File: src/design/assert_macros.svh
// Assertion macros shared by the button release debouncer RTL
`ifndef ASSERT_MACROS_SVH
`define ASSERT_MACROS_SVH

// Same-cycle implication, checked on clk, off while arst_n is low
`define BRD_ASSERT_NOW(label, ante, cons, msg) \
	label: assert property (@(posedge clk) disable iff (!arst_n) (ante) |-> (cons)) \
		else $error(msg);

// Next-cycle implication, checked on clk, off while arst_n is low
`define BRD_ASSERT_NEXT(label, ante, cons, msg) \
	label: assert property (@(posedge clk) disable iff (!arst_n) (ante) |=> (cons)) \
		else $error(msg);

`endif

File: src/design/brd_pkg.sv
// Types, codes and widths shared by the button release debouncer
`timescale 1ns / 1ps
package brd_pkg;

	localparam int TIME_W = 64;
	localparam int CFG_W  = 32;

	// event kinds
	localparam logic [1:0] FUNC_DOWN = 2'd0;
	localparam logic [1:0] FUNC_UP   = 2'd1;
	localparam logic [1:0] FUNC_EMIT = 2'd2;

	// configuration register indexes
	localparam logic [1:0] CFG_SHORT_THR = 2'd0;
	localparam logic [1:0] CFG_SHORT_WIN = 2'd1;
	localparam logic [1:0] CFG_NORM_WIN  = 2'd2;

	typedef enum logic [1:0] {
		ACT_PASS   = 2'd0,
		ACT_CANCEL = 2'd1,
		ACT_RETRY  = 2'd2,
		ACT_HOLD   = 2'd3
	} action_t;

	typedef struct packed {
		logic [CFG_W-1:0] short_thr;
		logic [CFG_W-1:0] short_win;
		logic [CFG_W-1:0] normal_win;
	} cfg_t;

	typedef struct packed {
		action_t           action;
		logic [TIME_W-1:0] deadline;
		logic              short_used;
	} result_t;

	// handshake between the front/back registers and the evaluation core
	typedef struct packed {
		logic take;   // item in the input register is consumed this cycle
		logic emit;   // and it loads the result register
	} core_ctl_t;

endpackage

File: src/design/brd_cfg.sv
// Configuration register file of the button release debouncer
`timescale 1ns / 1ps
module brd_cfg
	import brd_pkg::*;
(
	input  logic             clk,
	input  logic             arst_n,
	input  logic             cfg_we,
	input  logic [1:0]       cfg_index,
	input  logic [CFG_W-1:0] cfg_data,
	output cfg_t             cfg
);

	cfg_t cfg_q;

	always_ff @(posedge clk or negedge arst_n) begin
		if (!arst_n) begin
			cfg_q <= '0;
		end else if (cfg_we) begin
			unique case (cfg_index)
				CFG_SHORT_THR: cfg_q.short_thr  <= cfg_data;
				CFG_SHORT_WIN: cfg_q.short_win  <= cfg_data;
				CFG_NORM_WIN:  cfg_q.normal_win <= cfg_data;
				default: ;  // unmapped index, write dropped
			endcase
		end
	end

	assign cfg = cfg_q;

endmodule

File: src/design/brd_core.sv
// Debounce state and single-pass evaluation of one button event
`timescale 1ns / 1ps
`include "assert_macros.svh"
module brd_core
	import brd_pkg::*;
(
	input  logic              clk,
	input  logic              arst_n,
	input  cfg_t              cfg,
	input  logic              item_valid,
	input  logic [1:0]        item_func,
	input  logic [TIME_W-1:0] item_time,
	input  logic              out_free,
	output core_ctl_t         ctl,
	output result_t           res
);

	logic              up_pending_q;
	logic              pending_is_short_q;
	logic [TIME_W-1:0] pending_deadline_q;
	logic              down_seen_q;
	logic [TIME_W-1:0] last_down_time_q;

	logic              has_result;
	logic              early_down;
	logic [TIME_W-1:0] held;
	logic              is_short;
	logic [CFG_W-1:0]  win;
	logic [TIME_W-1:0] new_deadline;

	// press length; no prior down or time going backward counts as endless
	assign held     = item_time - last_down_time_q;
	assign is_short = down_seen_q && (item_time >= last_down_time_q)
		&& (held < {{(TIME_W-CFG_W){1'b0}}, cfg.short_thr});
	assign win          = is_short ? cfg.short_win : cfg.normal_win;
	assign new_deadline = item_time + {{(TIME_W-CFG_W){1'b0}}, win};  // wraps
	assign early_down   = item_time < pending_deadline_q;

	assign has_result = (item_func == FUNC_DOWN) || (item_func == FUNC_UP);
	assign ctl.take   = item_valid && (out_free || !has_result);
	assign ctl.emit   = ctl.take && has_result;

	always_comb begin
		res.action     = ACT_PASS;
		res.deadline   = '0;
		res.short_used = 1'b0;
		unique case (item_func)
			FUNC_DOWN: begin
				if (up_pending_q && !early_down) begin
					res.action     = ACT_RETRY;
					res.deadline   = pending_deadline_q;
					res.short_used = pending_is_short_q;
				end else if (up_pending_q) begin
					res.action = ACT_CANCEL;
				end
			end
			FUNC_UP: begin
				res.action     = ACT_HOLD;
				res.deadline   = new_deadline;
				res.short_used = is_short;
			end
			default: ;  // emitted or unused kinds give no result
		endcase
	end

	always_ff @(posedge clk or negedge arst_n) begin
		if (!arst_n) begin
			up_pending_q       <= 1'b0;
			pending_is_short_q <= 1'b0;
			pending_deadline_q <= '0;
			down_seen_q        <= 1'b0;
			last_down_time_q   <= '0;
		end else if (ctl.take) begin
			unique case (item_func)
				FUNC_DOWN: begin
					if (!up_pending_q || early_down) begin
						up_pending_q       <= 1'b0;
						pending_is_short_q <= 1'b0;
						pending_deadline_q <= '0;
						down_seen_q        <= 1'b1;
						last_down_time_q   <= item_time;
					end
				end
				FUNC_UP: begin
					up_pending_q       <= 1'b1;
					pending_is_short_q <= is_short;
					pending_deadline_q <= new_deadline;
				end
				FUNC_EMIT: begin
					up_pending_q       <= 1'b0;
					pending_is_short_q <= 1'b0;
					pending_deadline_q <= '0;
				end
				default: ;
			endcase
		end
	end

	`BRD_ASSERT_NOW(a_idle_pending_clear, !up_pending_q,
		(pending_deadline_q == '0) && !pending_is_short_q, "stale pending up fields")
	`BRD_ASSERT_NEXT(a_up_sets_pending, ctl.take && (item_func == FUNC_UP),
		up_pending_q, "up did not arm the pending release")
	`BRD_ASSERT_NEXT(a_retry_keeps_state, ctl.emit && (res.action == ACT_RETRY),
		$stable(pending_deadline_q) && $stable(last_down_time_q) && up_pending_q,
		"retry changed debounce state")

endmodule

File: src/design/button_release_debouncer_top.sv
// Top level of the button release debouncer: input register, core, result register
`timescale 1ns / 1ps
`include "assert_macros.svh"
// An accepted event beat waits in the input register; its result beat then loads
// the result register. Throughput: one event per cycle while the result register
//   is free; input and result registers are parted so an event is taken while
//   a result waits on res_ready. Emitted-up and unused kinds give no result beat.
// Reset (arst_n low, asynchronous): config registers zero, no pending up,
//   no down seen, both registers empty.
module button_release_debouncer_top
	import brd_pkg::*;
(
	input  logic              clk,
	input  logic              arst_n,
	// configuration
	input  logic              cfg_we,
	input  logic [1:0]        cfg_index,
	input  logic [CFG_W-1:0]  cfg_data,
	// event channel
	input  logic              evt_valid,
	output logic              evt_ready,
	input  logic [1:0]        func,
	input  logic [TIME_W-1:0] event_time_ns,
	// result channel
	output logic              res_valid,
	input  logic              res_ready,
	output logic [1:0]        action,
	output logic [TIME_W-1:0] release_deadline_ns,
	output logic              short_window_used
);

	cfg_t      cfg;
	core_ctl_t ctl;
	result_t   res;

	// input register
	logic              valid_s1;
	logic [1:0]        func_s1;
	logic [TIME_W-1:0] event_time_s1;

	// result register
	logic    res_valid_q;
	result_t res_q;
	logic    out_free;

	brd_cfg u_cfg (
		.clk       (clk),
		.arst_n    (arst_n),
		.cfg_we    (cfg_we),
		.cfg_index (cfg_index),
		.cfg_data  (cfg_data),
		.cfg       (cfg)
	);

	brd_core u_core (
		.clk        (clk),
		.arst_n     (arst_n),
		.cfg        (cfg),
		.item_valid (valid_s1),
		.item_func  (func_s1),
		.item_time  (event_time_s1),
		.out_free   (out_free),
		.ctl        (ctl),
		.res        (res)
	);

	// input register takes a beat when empty or when its item moves on
	assign evt_ready = !valid_s1 || ctl.take;

	always_ff @(posedge clk or negedge arst_n) begin
		if (!arst_n) begin
			valid_s1 <= 1'b0;
		end else if (evt_ready) begin
			valid_s1 <= evt_valid;
		end
	end

	always_ff @(posedge clk) begin
		if (evt_valid && evt_ready) begin
			func_s1       <= func;
			event_time_s1 <= event_time_ns;
		end
	end

	// result register frees up in the same cycle its beat is taken
	assign out_free = !res_valid_q || res_ready;

	always_ff @(posedge clk or negedge arst_n) begin
		if (!arst_n) begin
			res_valid_q <= 1'b0;
		end else if (out_free) begin
			res_valid_q <= ctl.emit;
		end
	end

	always_ff @(posedge clk) begin
		if (ctl.emit) begin
			res_q <= res;
		end
	end

	assign res_valid           = res_valid_q;
	assign action              = res_q.action;
	assign release_deadline_ns = res_q.deadline;
	assign short_window_used   = res_q.short_used;

	`BRD_ASSERT_NOW(a_emit_has_room, ctl.emit, out_free,
		"result overwritten before it was taken")
	`BRD_ASSERT_NEXT(a_stalled_item_held, valid_s1 && !ctl.take,
		valid_s1 && $stable(event_time_s1) && $stable(func_s1),
		"stalled event lost from input register")

endmodule

File: config.mk
export PLATFORM = sky130hd
export DESIGN_NAME = button_release_debouncer_top
export DESIGN_NICKNAME = d
export VERILOG_FILES = /design/src/design/brd_pkg.sv /design/src/design/brd_cfg.sv /design/src/design/brd_core.sv /design/src/design/button_release_debouncer_top.sv
export VERILOG_INCLUDE_DIRS = /design/src /design/src/design
export SDC_FILE = /design/constraint.sdc
export NUM_CORES = 1
export LEC_CHECK = 0
export BUFFER_PORTS_ARGS = -buffer_cell sky130_fd_sc_hd__buf_2
export CORE_MARGIN = 1
export CORE_UTILIZATION = 40
export DETAILED_ROUTE_END_ITERATION = 8
export GPL_ROUTABILITY_DRIVEN = 0
export MAX_ROUTING_LAYER = met4
export PLACE_DENSITY = 0.6
export SYNTH_ARGS = -nofsm -noshare
export SYNTH_HDL_FRONTEND = slang
export SYNTH_SLANG_ARGS = --single-unit
File: constraint.sdc
create_clock -name clk -period 9.87 [get_ports clk]
set_clock_uncertainty 0.05 [all_clocks]
set_input_delay 0.987 -clock clk [delete_from_list [all_inputs] [get_ports clk]]
set_output_delay 0.987 -clock clk [all_outputs]
set_load 0.02 [all_outputs]
==> results.cfg, run 1 <==
[clocking]
cts-root-buf = clkbuf_16
insertion_delay_ns = 0.58
cts_tree = done
cts_made_buffers = 41
clk_pin_slew_ns = 0.06
post_cts_buffers = 0
clockBufferDepth = 3
h-tree-depth = 2
clock_sinks = 362

[floorplanning]
ios = 174
fp.dieH_um = 242
die_area_sq_mm = 0.0587
placement_rows = 87
start_util = 0.407
die_x_um = 242
design.core.area_sq_mm = 0.0567

[worst_setup_path]
required_ns = 10.11
crit_fanout = 8
r2r-end = release_deadline_ns[62]
cp.arrival_ns = 9.45
critPathLaunch = event_time_s1[20]
critPathLaunchType = flip-flop
end_kind = flip-flop
critical_path.max_stage_delay_ns = 0.48
reg2regPathDepth = 34
critPathKind = reg2reg
path_common_cell = o21ai_0
r2r_setup_slack_ns = 0.66
critPathCapture = release_deadline_ns[62]
critical_path.slowest_cell = ha_1
rr_startpoint = event_time_s1[20]

[logic_synthesis]
yosys.cell_types.count = 78
synth_top_area_cell = dfrtp_1
yosysMostFrequentCell = dfrtp_1
ys_async_sr_fraction = 0.633
synth_edf_count = 133
synth.avg_cell_area_sq_um = 9.86
yosysSeqAreaShare = 0.421
ys_top_cells_by_area = dfrtp_1, edfxtp_1, ha_1
synth_nets = 2648
yosysTopAreaCellShare = 0.248
syn_inst = 2344
synth_commonest_cells = dfrtp_1, inv_1, ha_1, nand2_1, o21ai_0
synth_area_sq_mm = 0.0231
synth-main-ff-cell = dfrtp_1
synth_warnings = 0
ys_seq_elements = 362

[drt]
drt-total-wl_mm = 67.2
drt-wirelength-per-cell_um = 20.6
vias_per_cell = 5.64
drt_first_pass_iters = 6
vias = 18397
ant_nets = 0
first_iter_violations = 1454
drc = 0

[sta]
setup-tns-final_ns = 0
finalHoldWorstSlack_ns = 0.392
relSlewSlack = 0.263
setup_viol = 0
finalMaxSlewViolations = 0
rsz0062_at_grt = no
tightestPinTransition_ns = 1.09
hold_viol_final = 0
post-route-period-util = 0.933
fin_crit_ns = 9.21
fmaxAchievable_mhz = 109
fin_ws_ns = 0.658

[power]
p_leak_nw = 11.4
p_comb_frac = 0.402
internal_power_mw = 3.67
swShare = 0.377
power_frac_clock = 0.265
seqPwrFrac = 0.332
p_switching_mw = 2.22
irDropWorstVdd_mv = 0.164
cellPowerDensity_mw_per_mm2 = 227

[cells_and_area]
diodes = 0
layout-drive-gt1-share = 0.178
layoutNonFillerInstCount = 3262
area_growth_pct = 12.6
utilization = 0.459
fin_nets = 2777

[place]
io_buffers = 173
pre_cts_slack_ns = 0.799
place_hpwl_mm = 51.1
dp_cells = 3186

[global_routing]
grt_first_pass_wirelength_mm = 104
antenna_found_initial = 0
grt_usage = 0.233
grt_pass1_vias = 18315
grt_max_degree = 86
gr-total-overflow = 0

[status]
outcome = finished clean

[run]
maxCapViolCount = 0

[worst_hold_path]
hold_path.class = in2async
-- worst max-delay path: cells and delay by family (launching register included) --
family | cells | cell delay, ns
multiplexers | 1 | 0.39
flip-flops | 1 | 0.45
AND/OR/NAND/NOR | 12 | 2.73
XOR/XNOR | 2 | 0.38
buffers and inverters | 2 | 0.44
AO/OA/AOI/OAI | 14 | 3.31
adder cells (fa/ha/maj) | 3 | 1.16
-- what timing repair did --
item	in CTS	in global routing
gates resized for setup	0	2
hold buffers	0	0
endpoints found under the hold margin	0	0
setup endpoints to repair	0	6
-- placed cells by master (no fill, tap or decap), types with 100 or more instances in the layout --
cell type and n:
edfxtp_1 133, a21oi_1 154, buf_2 172, mux2_2 157, o21ai_0 186, nor2_1 114
inv_1 206, a21o_1 100, dfrtp_1 229, nand2_1 195, ha_1 197
-- routing by layer --
metal | vias to the layer above | part of all wire | global-route usage
li1 | 8738 | - | -
met1 | 8960 | 0.42 | 0.282
met2 | 558 | 0.49 | 0.395
met3 | 141 | 0.048 | 0.0306
met4 | 0 | 0.042 | 0.0914
met5 | - | 0 | -
-- cells by family (layout without fill, tap and decap cells) --
| family | count (synthesis) | count (layout) | synth area share |
|---|---|---|---|
| simple gates | 556 | 556 | 0.116 |
| compound gates | 634 | 634 | 0.173 |
| mux | 197 | 197 | 0.0962 |
| buf+inv | 313 | 475 | 0.0541 |
| flops | 362 | 362 | 0.421 |
| fa+ha+maj | 199 | 199 | 0.108 |
| xor+xnor | 83 | 83 | 0.0315 |
-- state kept, by name, indices dropped and copies added, names as in the netlist --
register and flops:
func_s1 2, release_deadline_ns 64, res_valid 1, valid_s1 1, u_core.pending_deadline_q 64, u_cfg.cfg 96
event_time_s1 64, u_core.pending_is_short_q 1, u_core.down_seen_q 1, short_window_used 1, u_core.last_down_time_q 64, u_core.up_pending_q 1
action 2
-- area by class of cell --
class | instances | area [sq um]
fill | 5299 | 30700
multi-input combinational | 1669 | 12200
sequential | 362 | 9720
clock buffer | 59 | 1210
timing repair buffer | 193 | 1030
tap | 756 | 946
inverter | 206 | 773
clock inverter | 17 | 170
-- worst min-delay path by stage --
| stage | endpoint | slack, ns | cells after the start |
|---|---|---|---|
| 2_1_floorplan | u_core.down_seen_q | 0.38 | 1 |
| 3_3_place_gp | u_core.down_seen_q | 0.41 | 1 |
| 3_5_place_dp | u_core.down_seen_q | 0.40 | 1 |
| 4_1_cts | u_core.last_down_time_q[59] | 0.41 | 1 |
| 5_1_grt | u_core.last_down_time_q[59] | 0.44 | 1 |
| 6_report | u_core.last_down_time_q[59] | 0.39 | 1 |
-- power by group through the flow --
stage	logic [mW]	clock network [mW]	registers (mW)
after floorplan	1.70	0	1.95
after global placement	2.31	0	1.98
after detailed placement	2.34	0	1.99
after CTS	2.36	1.60	1.96
after global routing	2.63	1.65	1.99
final	2.37	1.56	1.96
-- stage by stage --
step	instance area, sq um	power, mW
after global placement	24600	4.29
after detailed placement	24600	4.33
final	26000	5.89
after global routing	26000	6.27
after floorplan	23100	3.65
after CTS	26000	5.92
(Power assumes the default switching activity.)
==> inputs of run 2 (changes only) <==
SYNTH_HIERARCHICAL = 1   (was not set)
==> results.cfg, run 2 <==
[worst_hold_path]
hold_path.class = in2async

[clocking]
insertion_delay_ns = 0.57
clock_sinks = 362
clk_pin_slew_ns = 0.06
cts_made_buffers = 40
cts_tree = done
cts-root-buf = clkbuf_16
clockBufferDepth = 3
h-tree-depth = 2
holdBufCountCts = 0

[floorplanning]
start_util = 0.406
die_area_sq_mm = 0.0583
design.core.area_sq_mm = 0.0565
ios = 174
fp.dieH_um = 241
placement_rows = 87
die_x_um = 241

[cells_and_area]
area_growth_pct = 12.6
diodes = 0
utilization = 0.457
stdcell_area_sq_mm = 0.0258
final_common_cell = nand2_1
largest_register_ffs = 96
mostFrequentLayoutCells = nand2_1, dfrtp_1, ha_1
layout-drive-gt1-share = 0.188
fin_nets = 2755

[sta]
hold_viol_final = 0
setup-tns-final_ns = 0
rsz0062_at_grt = no
tightestPinTransition_ns = 1.14
fin_crit_ns = 9.33
finalMaxSlewViolations = 0
post-route-period-util = 0.946
fin_ws_ns = 0.535
fmaxAchievable_mhz = 107
relSlewSlack = 0.239
setup_viol = 0

[global_routing]
grt_max_degree = 114
antenna_found_initial = 0
grt_usage = 0.232
gr-total-overflow = 0
grt_pass1_vias = 17287
grt_first_pass_wirelength_mm = 100

[place]
place_area_sq_mm = 0.0245
pre_cts_slack_ns = 0.324
io_buffers = 173
place_hpwl_mm = 49.2

[worst_setup_path]
r2r-end = release_deadline_ns[58]
crit_fanout = 19
reg2regPathDepth = 34
critPathLaunch = event_time_s1[4]
critPathLaunchType = flip-flop
cp.arrival_ns = 9.59
r2r_setup_slack_ns = 0.54
critPathKind = reg2reg
rr_startpoint = event_time_s1[4]
required_ns = 10.13
end_kind = flip-flop
critical_path.max_stage_delay_ns = 0.57
critical_path.slowest_cell = or4_1

[power]
power_frac_clock = 0.230
seqPwrFrac = 0.327
fin_total_pwr_mw = 6.21
internal_power_mw = 3.74
swShare = 0.397
irDropWorstVdd_mv = 0.126
cellPowerDensity_mw_per_mm2 = 240
p_comb_frac = 0.443
p_leak_nw = 11.4
p_switching_mw = 2.47

[logic_synthesis]
yosys.area_share.simple = 0.127
yosysMostFrequentCell = nand2_1
synth-main-ff-cell = dfrtp_1
yosysSeqAreaShare = 0.424
ys_seq_elements = 362
ys_async_sr_fraction = 0.633
synth_mux_area_frac = 0.103
yosys.cell_types.count = 80
ys_top_cells_by_area = dfrtp_1, edfxtp_1, ha_1
synth-xor-area-share = 0.0347
synth_edf_count = 133
synth.avg_cell_area_sq_um = 9.95
synth-compound-area-share = 0.153
synth_top_area_cell = dfrtp_1
syn_inst = 2305
synth_adder_area_share = 0.109
synth_top_family_by_area = compound AO/OA/AOI/OAI gates
yosysTopAreaCellShare = 0.250
synth_commonest_cells = nand2_1, dfrtp_1, ha_1, inv_1, mux2_2
synth_warnings = 6
synth_area_sq_mm = 0.0229
synth_nets = 2609

[run]
maxCapViolCount = 0

[drt]
drt-wirelength-per-cell_um = 20.3
first_iter_violations = 1654
drc = 0
drt_first_pass_iters = 6
drt-total-wl_mm = 65.6
vias_per_cell = 5.62
vias = 18196
ant_nets = 0

[status]
outcome = finished clean
==> run 2: cell count changes after synthesis, moves of 11 or more <==
cell and change:
a21o_1 -15, buf_2 -13, nand2_1 +93, xor2_1 +12, inv_1 -22, nand3_1 -11
nor2_1 -14, mux2_2 +17, o21ai_0 -43
==> run 2: through the flow <==
stage	instances	hold WS (ns)
floorplan	2305	0.362
global placement	3158	0.382
detailed placement	3158	0.384
CTS	3229	0.384
global route	3236	0.422
finish	3236	0.378
==> run 2: worst max-delay path, delay by kind of cell (launching register included) <==
kind | cells | cell delay (ns)
xor+xnor | 1 | 0.18
mux | 2 | 0.57
simple gates | 7 | 1.54
compound gates | 18 | 4.49
buf+inv | 2 | 0.44
fa+ha+maj | 4 | 1.29
flops | 1 | 0.49
==> run 2: power by group through the flow <==
stage               Sequential, mW  Clock, mW  Combinational (mW)
finish                        2.03       1.43                2.75
global route                  2.07       1.53                3.03
CTS                           2.03       1.47                2.67
detailed placement            2.06          0                2.66
global placement              2.04          0                2.62
floorplan                     2.03          0                1.93
==> run 2: layer usage <==
layer,up-vias,global-route usage,part of all wire
li1,8596,-,-
met1,8875,0.339,0.49
met2,605,0.336,0.43
met3,120,0.0287,0.055
met4,0,0.0629,0.028
met5,-,-,0
==> run 2: area by class of cell <==
cell class,count,area (sq um)
clock inverter,13,85.1
inverter,184,691
sequential,362,9720
clock buffer,58,1150
timing repair buffer,195,1060
multi-input combinational,1668,12200
tap,756,946
fill,5374,30700
==> run 2: logic make-up (layout without fill, tap and decap cells) <==
family / after synthesis / after routing
xor gates and xnor gates: 91 / 91
and+or+nand+nor: 615 / 615
buffers and inverters: 275 / 450
DFF: 362 / 362
muxes: 210 / 210
adders and majority gates: 199 / 199
AOI/OAI and AO/OA: 553 / 553
==> run 2: timing repair <==
| item | in CTS | in global routing |
|---|---|---|
| hold endpoints to repair | 0 | 0 |
| buffers inserted | 0 | 7 |
| resized for setup | 0 | 21 |
| setup endpoints to repair | 0 | 56 |
==> run 2: worst max path at each step <==
stage / end / slack (ns) / cells after the start
3_5_place_dp: release_deadline_ns[58] / 0.32 / 34
5_1_grt: release_deadline_ns[58] / 0.05 / 35
3_3_place_gp: release_deadline_ns[58] / 0.55 / 34
4_1_cts: release_deadline_ns[58] / 0.30 / 34
2_1_floorplan: release_deadline_ns[60] / 1.10 / 34
6_report: release_deadline_ns[58] / 0.54 / 34
